File: src/rtl/core/slmp_pkg.sv
package slmp_pkg;

  localparam int NCH        = 3;
  localparam int PWM_PERIOD = 4096;
  localparam int FRAC_BITS  = 7;

  localparam int OP_W     = 2;
  localparam int PORT_W   = 2;
  localparam int GOAL_W   = 9;
  localparam int TIME_W   = 48;
  localparam int TMO_W    = 31;
  localparam int SLEW_W   = 16;
  localparam int ACT_W    = 16;
  localparam int CMP_W    = 12;
  localparam int CNT_W    = 8;
  localparam int CFG_IDX_W = 3;

  // operation codes
  localparam logic [OP_W-1:0] OP_TICK   = 2'd0;
  localparam logic [OP_W-1:0] OP_GOAL   = 2'd1;
  localparam logic [OP_W-1:0] OP_ENABLE = 2'd2;

  // register indexes
  localparam logic [CFG_IDX_W-1:0] REG_TIMEOUT = 3'd0;
  localparam logic [CFG_IDX_W-1:0] REG_SLEW0   = 3'd1;
  localparam logic [CFG_IDX_W-1:0] REG_SLEW1   = 3'd2;
  localparam logic [CFG_IDX_W-1:0] REG_SLEW2   = 3'd3;
  localparam logic [CFG_IDX_W-1:0] REG_PAIR    = 3'd4;

  localparam logic [TMO_W-1:0]  TIMEOUT_RST  = TMO_W'(1000000);
  localparam logic [SLEW_W-1:0] SLEW_RST     = SLEW_W'(16'h0180);
  localparam logic [SLEW_W-1:0] STOP_MIN_SLEW = SLEW_W'(16'h0080);

  localparam logic [CMP_W-1:0] CMP_SCALE = CMP_W'(PWM_PERIOD / 256);

endpackage

File: src/rtl/core/slmp_if.sv
interface slmp_in_if import slmp_pkg::*; ();
  logic                     valid;
  logic                     ready;
  logic [OP_W-1:0]          operation;
  logic [PORT_W-1:0]        port;
  logic signed [GOAL_W-1:0] goal_pwm;
  logic                     enable_value;
  logic                     estop;
  logic [TIME_W-1:0]        now_us;

  modport source (output valid, operation, port, goal_pwm, enable_value, estop, now_us,
                  input ready);
  modport sink   (input valid, operation, port, goal_pwm, enable_value, estop, now_us,
                  output ready);
endinterface

interface slmp_out_if import slmp_pkg::*; ();
  logic             valid;
  logic             ready;
  logic [CMP_W-1:0] cmp_a0;
  logic [CMP_W-1:0] cmp_b0;
  logic [CMP_W-1:0] cmp_a1;
  logic [CMP_W-1:0] cmp_b1;
  logic [CMP_W-1:0] cmp_a2;
  logic [CMP_W-1:0] cmp_b2;
  logic [NCH-1:0]   enable_bits;
  logic             watchdog_active;
  logic [CNT_W-1:0] watchdog_events;

  modport source (output valid, cmp_a0, cmp_b0, cmp_a1, cmp_b1, cmp_a2, cmp_b2,
                  enable_bits, watchdog_active, watchdog_events, input ready);
  modport sink   (input valid, cmp_a0, cmp_b0, cmp_a1, cmp_b1, cmp_a2, cmp_b2,
                  enable_bits, watchdog_active, watchdog_events, output ready);
endinterface

interface slmp_cfg_if import slmp_pkg::*; ();
  logic                 valid;
  logic                 ready;
  logic [CFG_IDX_W-1:0] index;
  logic [TMO_W-1:0]     data;

  modport source (output valid, index, data, input ready);
  modport sink   (input valid, index, data, output ready);
endinterface

File: src/rtl/core/slew_limited_motor_pwm_core.sv
// Three-channel slew-limited motor PWM core with command watchdog. Every input beat
// (tick, set goal, set enable) yields exactly one result beat holding the compare
// values, enable bits and watchdog status after that beat. One beat is taken per clock
// as long as the result side takes each result: the whole three-channel update (time
// difference, watchdog compare, per-channel clamp and add, compare scaling) is
// combinational between the input handshake and the state registers, and those
// registers drive the result beat directly. Configuration writes are always accepted.
module slew_limited_motor_pwm_core import slmp_pkg::*; (
  input  logic        clk,
  input  logic        rst_n,
  slmp_in_if.sink     in_ch,
  slmp_out_if.source  out_ch,
  slmp_cfg_if.sink    cfg_ch
);

  // configuration
  logic [TMO_W-1:0]  tmo_r;
  logic [SLEW_W-1:0] slew_r [NCH];
  logic              pair_r;

  // state
  logic signed [GOAL_W-1:0] goal_r [NCH];
  logic signed [ACT_W-1:0]  act_r  [NCH];
  logic [NCH-1:0]           en_r;
  logic [TIME_W-1:0]        last_r;
  logic                     wd_flag_r;
  logic [CNT_W-1:0]         wd_cnt_r;
  logic [CMP_W-1:0]         cmp_a_r [NCH];
  logic [CMP_W-1:0]         cmp_b_r [NCH];
  logic                     out_vld_r;

  logic                     acc;
  logic [TIME_W-1:0]        elapsed;
  logic                     fire;
  logic                     stop;
  logic                     port_ok;
  logic signed [GOAL_W-1:0] goal_sat;
  logic [SLEW_W-1:0]        lim    [NCH];
  logic signed [ACT_W+1:0]  target [NCH];
  logic signed [ACT_W+1:0]  diff   [NCH];
  logic signed [ACT_W+1:0]  lim_s  [NCH];
  logic signed [ACT_W-1:0]  act_nxt [NCH];
  logic signed [GOAL_W-1:0] duty   [NCH];
  logic [GOAL_W-1:0]        mag    [NCH];
  logic [CMP_W-1:0]         cmp_a_nxt [NCH];
  logic [CMP_W-1:0]         cmp_b_nxt [NCH];

  assign in_ch.ready  = !out_vld_r || out_ch.ready;
  assign acc          = in_ch.valid && in_ch.ready;
  assign cfg_ch.ready = 1'b1;

  assign out_ch.valid           = out_vld_r;
  assign out_ch.cmp_a0          = cmp_a_r[0];
  assign out_ch.cmp_b0          = cmp_b_r[0];
  assign out_ch.cmp_a1          = cmp_a_r[1];
  assign out_ch.cmp_b1          = cmp_b_r[1];
  assign out_ch.cmp_a2          = cmp_a_r[2];
  assign out_ch.cmp_b2          = cmp_b_r[2];
  assign out_ch.enable_bits     = en_r;
  assign out_ch.watchdog_active = wd_flag_r;
  assign out_ch.watchdog_events = wd_cnt_r;

  assign port_ok = in_ch.port < PORT_W'(NCH);
  // -256 is outside the goal range, pull it in to -255
  assign goal_sat = (in_ch.goal_pwm == {1'b1, {(GOAL_W-1){1'b0}}}) ?
                    {1'b1, {(GOAL_W-2){1'b0}}, 1'b1} : in_ch.goal_pwm;

  always_comb begin
    elapsed = in_ch.now_us - last_r;
    fire    = (tmo_r != '0) && (elapsed > TIME_W'(tmo_r));
    stop    = in_ch.estop || fire;
    for (int i = 0; i < NCH; i++) begin
      lim[i]    = (stop && slew_r[i] < STOP_MIN_SLEW) ? STOP_MIN_SLEW : slew_r[i];
      lim_s[i]  = $signed({2'b00, lim[i]});
      target[i] = stop ? '0 : (ACT_W+2)'($signed({goal_r[i], {FRAC_BITS{1'b0}}}));
      diff[i]   = target[i] - (ACT_W+2)'(act_r[i]);
      if (diff[i] < -lim_s[i]) begin
        diff[i] = -lim_s[i];
      end
      if (diff[i] > lim_s[i]) begin
        diff[i] = lim_s[i];
      end
      act_nxt[i] = act_r[i] + diff[i][ACT_W-1:0];
      // arithmetic shift gives floor for negatives
      duty[i] = act_nxt[i][ACT_W-1:FRAC_BITS];
      mag[i]  = duty[i][GOAL_W-1] ? GOAL_W'(-duty[i]) : GOAL_W'(duty[i]);
      cmp_a_nxt[i] = duty[i][GOAL_W-1] ? '0 : CMP_W'(mag[i]) * CMP_SCALE;
      cmp_b_nxt[i] = duty[i][GOAL_W-1] ? CMP_W'(mag[i]) * CMP_SCALE : '0;
    end
    if (pair_r) begin
      cmp_a_nxt[2] = cmp_a_nxt[1];
      cmp_b_nxt[2] = cmp_b_nxt[1];
    end
  end

  always_ff @(posedge clk) begin
    if (!rst_n) begin
      tmo_r  <= TIMEOUT_RST;
      pair_r <= 1'b1;
      for (int i = 0; i < NCH; i++) begin
        slew_r[i] <= SLEW_RST;
      end
    end else if (cfg_ch.valid) begin
      case (cfg_ch.index)
        REG_TIMEOUT: tmo_r     <= cfg_ch.data;
        REG_SLEW0:   slew_r[0] <= cfg_ch.data[SLEW_W-1:0];
        REG_SLEW1:   slew_r[1] <= cfg_ch.data[SLEW_W-1:0];
        REG_SLEW2:   slew_r[2] <= cfg_ch.data[SLEW_W-1:0];
        REG_PAIR:    pair_r    <= cfg_ch.data[0];
        default: ;
      endcase
    end
  end

  always_ff @(posedge clk) begin
    if (!rst_n) begin
      out_vld_r <= 1'b0;
      en_r      <= '0;
      last_r    <= '0;
      wd_flag_r <= 1'b0;
      wd_cnt_r  <= '0;
      for (int i = 0; i < NCH; i++) begin
        goal_r[i]  <= '0;
        act_r[i]   <= '0;
        cmp_a_r[i] <= '0;
        cmp_b_r[i] <= '0;
      end
    end else begin
      if (acc) begin
        out_vld_r <= 1'b1;
      end else if (out_ch.ready) begin
        out_vld_r <= 1'b0;
      end
      if (acc) begin
        case (in_ch.operation)
          OP_TICK: begin
            for (int i = 0; i < NCH; i++) begin
              act_r[i]   <= act_nxt[i];
              cmp_a_r[i] <= cmp_a_nxt[i];
              cmp_b_r[i] <= cmp_b_nxt[i];
            end
            wd_flag_r <= fire;
            if (fire && !wd_flag_r) begin
              wd_cnt_r <= wd_cnt_r + 1'b1;
            end
          end
          OP_GOAL: begin
            if (port_ok) begin
              goal_r[in_ch.port] <= goal_sat;
              last_r             <= in_ch.now_us;
            end
          end
          OP_ENABLE: begin
            if (port_ok) begin
              last_r <= in_ch.now_us;
              if (in_ch.enable_value != en_r[in_ch.port]) begin
                // channel 1 change carries over to channel 2 in pair mode
                if (pair_r && in_ch.port == PORT_W'(1)) begin
                  en_r[2:1] <= {2{in_ch.enable_value}};
                end else begin
                  en_r[in_ch.port] <= in_ch.enable_value;
                end
              end
            end
          end
          default: ;
        endcase
      end
    end
  end

  a_cnt_on_rise: assert property (@(posedge clk) disable iff (!rst_n)
    wd_cnt_r != $past(wd_cnt_r) |-> wd_flag_r && !$past(wd_flag_r))
    else $error("watchdog count moved without a rising edge");

  a_pair_mirror: assert property (@(posedge clk) disable iff (!rst_n)
    acc && in_ch.operation == OP_TICK && pair_r |=>
      cmp_a_r[2] == cmp_a_r[1] && cmp_b_r[2] == cmp_b_r[1])
    else $error("pair mode compares differ");

  a_one_side: assert property (@(posedge clk) disable iff (!rst_n)
    !(cmp_a_r[0] != '0 && cmp_b_r[0] != '0) && !(cmp_a_r[1] != '0 && cmp_b_r[1] != '0))
    else $error("both drive sides active");

  a_act_range: assert property (@(posedge clk) disable iff (!rst_n)
    act_r[0] <= 16'sd32640 && act_r[0] >= -16'sd32640 &&
    act_r[1] <= 16'sd32640 && act_r[1] >= -16'sd32640)
    else $error("actual value out of range");

endmodule

File: src/flat_wrapper.sv
// flat-port wrapper written by rule: the top's interface ports become plain ports
module slew_limited_motor_pwm_core_flat import slmp_pkg::*;
  (clk, rst_n, in_ch_valid, in_ch_operation, in_ch_port, in_ch_goal_pwm, in_ch_enable_value, in_ch_estop, in_ch_now_us, in_ch_ready, out_ch_valid, out_ch_cmp_a0, out_ch_cmp_b0, out_ch_cmp_a1, out_ch_cmp_b1, out_ch_cmp_a2, out_ch_cmp_b2, out_ch_enable_bits, out_ch_watchdog_active, out_ch_watchdog_events, out_ch_ready, cfg_ch_valid, cfg_ch_index, cfg_ch_data, cfg_ch_ready);
  slmp_in_if in_ch_i ();
  slmp_out_if out_ch_i ();
  slmp_cfg_if cfg_ch_i ();
  input  logic clk;
  input  logic rst_n;
  input wire logic [$bits(in_ch_i.valid)-1:0] in_ch_valid;
  input wire logic [$bits(in_ch_i.operation)-1:0] in_ch_operation;
  input wire logic [$bits(in_ch_i.port)-1:0] in_ch_port;
  input wire logic [$bits(in_ch_i.goal_pwm)-1:0] in_ch_goal_pwm;
  input wire logic [$bits(in_ch_i.enable_value)-1:0] in_ch_enable_value;
  input wire logic [$bits(in_ch_i.estop)-1:0] in_ch_estop;
  input wire logic [$bits(in_ch_i.now_us)-1:0] in_ch_now_us;
  output wire logic [$bits(in_ch_i.ready)-1:0] in_ch_ready;
  output wire logic [$bits(out_ch_i.valid)-1:0] out_ch_valid;
  output wire logic [$bits(out_ch_i.cmp_a0)-1:0] out_ch_cmp_a0;
  output wire logic [$bits(out_ch_i.cmp_b0)-1:0] out_ch_cmp_b0;
  output wire logic [$bits(out_ch_i.cmp_a1)-1:0] out_ch_cmp_a1;
  output wire logic [$bits(out_ch_i.cmp_b1)-1:0] out_ch_cmp_b1;
  output wire logic [$bits(out_ch_i.cmp_a2)-1:0] out_ch_cmp_a2;
  output wire logic [$bits(out_ch_i.cmp_b2)-1:0] out_ch_cmp_b2;
  output wire logic [$bits(out_ch_i.enable_bits)-1:0] out_ch_enable_bits;
  output wire logic [$bits(out_ch_i.watchdog_active)-1:0] out_ch_watchdog_active;
  output wire logic [$bits(out_ch_i.watchdog_events)-1:0] out_ch_watchdog_events;
  input wire logic [$bits(out_ch_i.ready)-1:0] out_ch_ready;
  input wire logic [$bits(cfg_ch_i.valid)-1:0] cfg_ch_valid;
  input wire logic [$bits(cfg_ch_i.index)-1:0] cfg_ch_index;
  input wire logic [$bits(cfg_ch_i.data)-1:0] cfg_ch_data;
  output wire logic [$bits(cfg_ch_i.ready)-1:0] cfg_ch_ready;
  assign in_ch_i.valid = in_ch_valid;
  assign in_ch_i.operation = in_ch_operation;
  assign in_ch_i.port = in_ch_port;
  assign in_ch_i.goal_pwm = in_ch_goal_pwm;
  assign in_ch_i.enable_value = in_ch_enable_value;
  assign in_ch_i.estop = in_ch_estop;
  assign in_ch_i.now_us = in_ch_now_us;
  assign in_ch_ready = in_ch_i.ready;
  assign out_ch_valid = out_ch_i.valid;
  assign out_ch_cmp_a0 = out_ch_i.cmp_a0;
  assign out_ch_cmp_b0 = out_ch_i.cmp_b0;
  assign out_ch_cmp_a1 = out_ch_i.cmp_a1;
  assign out_ch_cmp_b1 = out_ch_i.cmp_b1;
  assign out_ch_cmp_a2 = out_ch_i.cmp_a2;
  assign out_ch_cmp_b2 = out_ch_i.cmp_b2;
  assign out_ch_enable_bits = out_ch_i.enable_bits;
  assign out_ch_watchdog_active = out_ch_i.watchdog_active;
  assign out_ch_watchdog_events = out_ch_i.watchdog_events;
  assign out_ch_i.ready = out_ch_ready;
  assign cfg_ch_i.valid = cfg_ch_valid;
  assign cfg_ch_i.index = cfg_ch_index;
  assign cfg_ch_i.data = cfg_ch_data;
  assign cfg_ch_ready = cfg_ch_i.ready;
  slew_limited_motor_pwm_core u_core (.clk(clk), .rst_n(rst_n), .in_ch(in_ch_i), .out_ch(out_ch_i), .cfg_ch(cfg_ch_i));
endmodule
File: config.mk
export PLATFORM = sky130hd
export DESIGN_NAME = slew_limited_motor_pwm_core_flat
export DESIGN_NICKNAME = d
export VERILOG_FILES = /design/src/rtl/core/slmp_pkg.sv /design/src/rtl/core/slmp_if.sv /design/src/rtl/core/slew_limited_motor_pwm_core.sv /design/src/flat_wrapper.sv
export SDC_FILE = /design/constraint.sdc
export NUM_CORES = 1
export LEC_CHECK = 0
export BUFFER_PORTS_ARGS = -buffer_cell sky130_fd_sc_hd__buf_2
export CORE_MARGIN = 2
export CORE_UTILIZATION = 46
export DETAILED_ROUTE_END_ITERATION = 10
export GPL_TIMING_DRIVEN = 0
export HOLD_SLACK_MARGIN = 0.08
export SETUP_SLACK_MARGIN = 0.15
export SLEW_MARGIN = 30
export SYNTH_ARGS = -nofsm -noshare
export SYNTH_HDL_FRONTEND = slang
export SYNTH_SLANG_ARGS = --single-unit
File: constraint.sdc
create_clock -name clk -period 47.4 [get_ports clk]
set_input_delay 4.74 -clock clk [delete_from_list [all_inputs] [get_ports clk]]
set_output_delay 4.74 -clock clk [all_outputs]
set_load 0.03 [all_outputs]
==> qor.tcl <==
set qor(timing.max_slew.rel_slack_pct) 34.3
set qor(crit_arrival_ps) 22000
set qor(post_route_antenna_net_violation_count) 0
set qor(synth-main-ff-cell) {edfxtp_1}
set qor(synthAdderAreaFrac_pct) 14.7
set qor(timing.rr.end) {u_core.cmp_a_r[0][35]$_SDFFCE_PN0P_}
set qor(timing.fmax_mhz) 46.1
set qor(die_width_um) 227
set qor(netlist.area_leader.share_pct) 22.5
set qor(globalRouteOverflowTotal) 0
set qor(clk_pin_slew_worst_paths_ps) 60
set qor(timing.final.crit_share_pct) 45.7
set qor(rsz_0062_raised_after_global_routing) {no}
set qor(wirelength_um) 68300
set qor(cellPowerDensity_nw_per_um2) 32.9
set qor(rr_worst_depth) 75
set qor(grt.busiest_layer) {met2}
set qor(antenna-diode-count) 0
set qor(post-dp-hpwl_um) 56900
set qor(place_inst) 3569
set qor(timing_worst_setup_path_type) {primary input to flip-flop}
set qor(post_synth_inst_count) 2718
set qor(cp.required_ps) 47730
set qor(ranking_of_synthesized_cells_by_instance_count) {nand2_1 (353), ha_1 (261), inv_1 (238)}
set qor(cp-endpoint) {u_core.cmp_a_r[0][35]$_SDFFCE_PN0P_}
set qor(avgSynthCellArea_sq_um) 8.40
set qor(synth.ff_latch_count) 264
set qor(layout-area-overhead-vs-synth_pct) 12.7
set qor(grt_start_max_net_pins) 54
set qor(yosysWarnings) 0
set qor(initial_utilization_pct) 46.6
set qor(hold_class) {flip-flop to flip-flop}
set qor(post_synth_edffs) 171
set qor(top_level_ports) 189
set qor(library_cells_used_by_synthesis) 100
set qor(layout.nets) 3305
set qor(async_reset_ff_share_pct) 0
set qor(cts_tree) {yes}
set qor(gp_routability_congestion) 0.970
set qor(cpMostUsedCell) {a21o_1}
set qor(wire_length_of_the_first_global_routing_pass_um) 106000
set qor(ctsHtreeMaxLevel) 1
set qor(synth_top_family_by_area) {simple AND/OR/NAND/NOR gates}
set qor(insertion_delay_ps) 600
set qor(yosys-mux-area-fraction_pct) 3.21
set qor(die_area_sq_um) 51400
set qor(report.final.slew_viol_count) 0
set qor(worst_slew_pin_slew_ps) 982
set qor(synth-xor-area-share_pct) 6.44
set qor(worst_setup_path_start_kind) {primary input}
set qor(drt_first_iter_violations) 1106
set qor(finalSetupViolations) 0
set qor(critPathMaxFanout) 10
set qor(setup.reg_to_reg.worst_slack_ps) 29690
set qor(fp-row-count) 81
set qor(synthTopCellsByArea) {edfxtp_1 (23%), ha_1 (14%), dfxtp_1 (8.2%)}
set qor(static-leakage-power_nw) 11.1
set qor(layout_min_cycle_time_ps) 21670
set qor(critical-path-slowest-cell) {o41a_1}
set qor(final_layout_setup_total_negative_slack_ps) 0
set qor(detail_route.first_pass.iterations) 6
set qor(viasPerCell) 5.56
set qor(route.detailed.drc) 0
set qor(synth.most_common_cell) {nand2_1}
set qor(met3_routing_resource_usage_after_global_routing_pct) 2.54
set qor(vdd.ir_drop.worst_mv) 0.0272
set qor(critPathLaunch) {in_ch_now_us[0]}
set qor(endpoint_kind) {flip-flop}
set qor(timing.final.hold_violations) 0
set qor(met1_usage_pct) 34.7
set qor(worst_clock_skew_ps) 21.4
set qor(worstReg2RegStart) {u_core.last_r[0]$_SDFFE_PN0P_}
set qor(cap_violations) 0
set qor(gr-usage-met2_pct) 44.9
set qor(port_buffers) 161
set qor(outcome) {complete, no violations}
set qor(drive_gt1_share_pct) 11.7
set qor(vias) 20200
set qor(wl_per_cell_um) 18.8
set qor(netlist.top_cell.by_area) {edfxtp_1}
set qor(clock_tree.buffer_depth) 3
set qor(tritoncts.num_buffers) 31
set qor(placeableCoreArea_sq_um) 49000
set qor(tritoncts_num_sinks) 264
set qor(grt_antenna_before_repair) 1
set qor(synth.cell_area_sq_um) 22800
set qor(grt_pass1_vias) 19400
set qor(grt.total_usage_pct) 26.3
set qor(post_cts.repair.setup_buffers) 0
set qor(part_of_the_yosys_area_used_for_sequential_elements_pct) 30.7
set qor(synth-compound-area-share_pct) 17.6
set qor(clockRootBuffer) {clkbuf_16}
set qor(max_stage_delay_ps) 750
set qor(synth-simple-area-share_pct) 21.0
set qor(die_span_in_y_um) 227
set qor(post_layout_nonfiller_instances) 3627
set qor(cts_resized) 0
set qor(hold_depth) 2
set qor(cts_hold_buf) 0
==> registers in the layout, summed over array words and instances (netlist names) <==
signal / count
u_core.act_r: 48
u_core.last_r: 48
u_core.slew_r: 48
u_core.tmo_r: 31
u_core.goal_r: 27
u_core.cmp_a_r: 24
u_core.cmp_b_r: 24
u_core.out_ch.watchdog_events: 8
u_core.out_ch.enable_bits: 3
u_core.out_ch.valid: 1
u_core.out_ch.watchdog_active: 1
u_core.pair_r: 1
==> worst min path at each step <==
stage,startpoint,end,slack [ps]
after floorplan,u_core.last_r[10]$_SDFFE_PN0P_,u_core.last_r[10]$_SDFFE_PN0P_,440
after global routing,u_core.last_r[30]$_SDFFE_PN0P_,u_core.last_r[30]$_SDFFE_PN0P_,470
after detailed placement,u_core.last_r[6]$_SDFFE_PN0P_,u_core.last_r[6]$_SDFFE_PN0P_,450
after global placement,u_core.last_r[25]$_SDFFE_PN0P_,u_core.last_r[25]$_SDFFE_PN0P_,440
after CTS,u_core.last_r[6]$_SDFFE_PN0P_,u_core.last_r[6]$_SDFFE_PN0P_,450
final,u_core.last_r[19]$_SDFFE_PN0P_,u_core.last_r[19]$_SDFFE_PN0P_,450
==> area by class of cell <==
type                    instances  area, sq um
plain buffers                 109          552
clock buffers                  36          825
clock inverters                22          265
fillers                      4674        23200
inverters                     239          897
multi-input cells            2129        14500
flip-flops and latches        264         7000
well taps                     664          831
repair buffers                164          865
==> routing by layer <==
layer | vias to the layer above | part of all wire, %
met3 | 131 | 4.5
met2 | 540 | 46
met1 | 9431 | 45
met5 | - | 0.018
met4 | 2 | 3.7
li1 | 10100 | -
==> cell usage in the layout, fill, tap and decap left out, types with 13 or more instances in the layout <==
cell type / netlist / routed
a211oi_1: 14 / 14
a21o_1: 70 / 70
a21oi_1: 234 / 234
a31oi_1: 13 / 13
and2_1: 71 / 71
and3_1: 45 / 45
buf_2: 15 / 176
buf_4: 29 / 29
clkbuf_1: 55 / 57
clkbuf_16: 0 / 31
conb_1: 2 / 25
dfxtp_1: 93 / 93
edfxtp_1: 171 / 171
ha_1: 261 / 261
inv_1: 238 / 238
mux2_2: 24 / 24
mux2i_1: 32 / 32
nand2_1: 353 / 352
nand2b_1: 27 / 27
nand3_1: 63 / 63
nand4_1: 54 / 54
nor2_1: 183 / 183
nor2b_1: 26 / 26
nor3_1: 63 / 62
nor3_2: 12 / 13
nor4_1: 28 / 28
o211ai_1: 23 / 23
o21a_1: 15 / 15
o21ai_0: 121 / 118
o21bai_1: 20 / 20
or3_1: 13 / 13
xnor2_1: 109 / 109
xor2_1: 52 / 52
==> per-stage QoR <==
stage          setup slack (ps)  hold WS [ps]  power [mW]  utilization, %  cell area [sq um]
2_1_floorplan             28580           436       0.509               -              22900
3_3_place_gp              25600           442       0.585            50.1              24500
3_5_place_dp              25370           446       0.592            50.3              24600
4_1_cts                   25940           454       0.848            52.5              25700
5_1_grt                   24710           472       0.895            52.5              25700
6_report                  25730           453       0.847            52.5              25700
==> cell families (layout without fill, tap and decap cells) <==
group,count (synthesis),count (layout)
AO/OA/AOI/OAI,628,628
XOR/XNOR,164,164
adder cells (fa/ha/maj),266,266
buffers and inverters,348,570
flip-flops,264,264
multiplexers,63,63
other,2,25
AND/OR/NAND/NOR,983,983
==> power breakdown <==
part / internal [mW] / switching (mW) / total (mW)
clock: 0.153 / 0.102 / 0.255
sequential: 0.258 / 0.00938 / 0.268
combinational: 0.123 / 0.202 / 0.324
==> critical path, delay by kind of cell <==
family,cells,cell delay [ps]
compound gates,41,9160
xor+xnor,3,550
fa+ha+maj,8,2280
buf+inv,10,1760
mux,2,590
simple gates,13,2890
(Power assumes the default switching activity.)
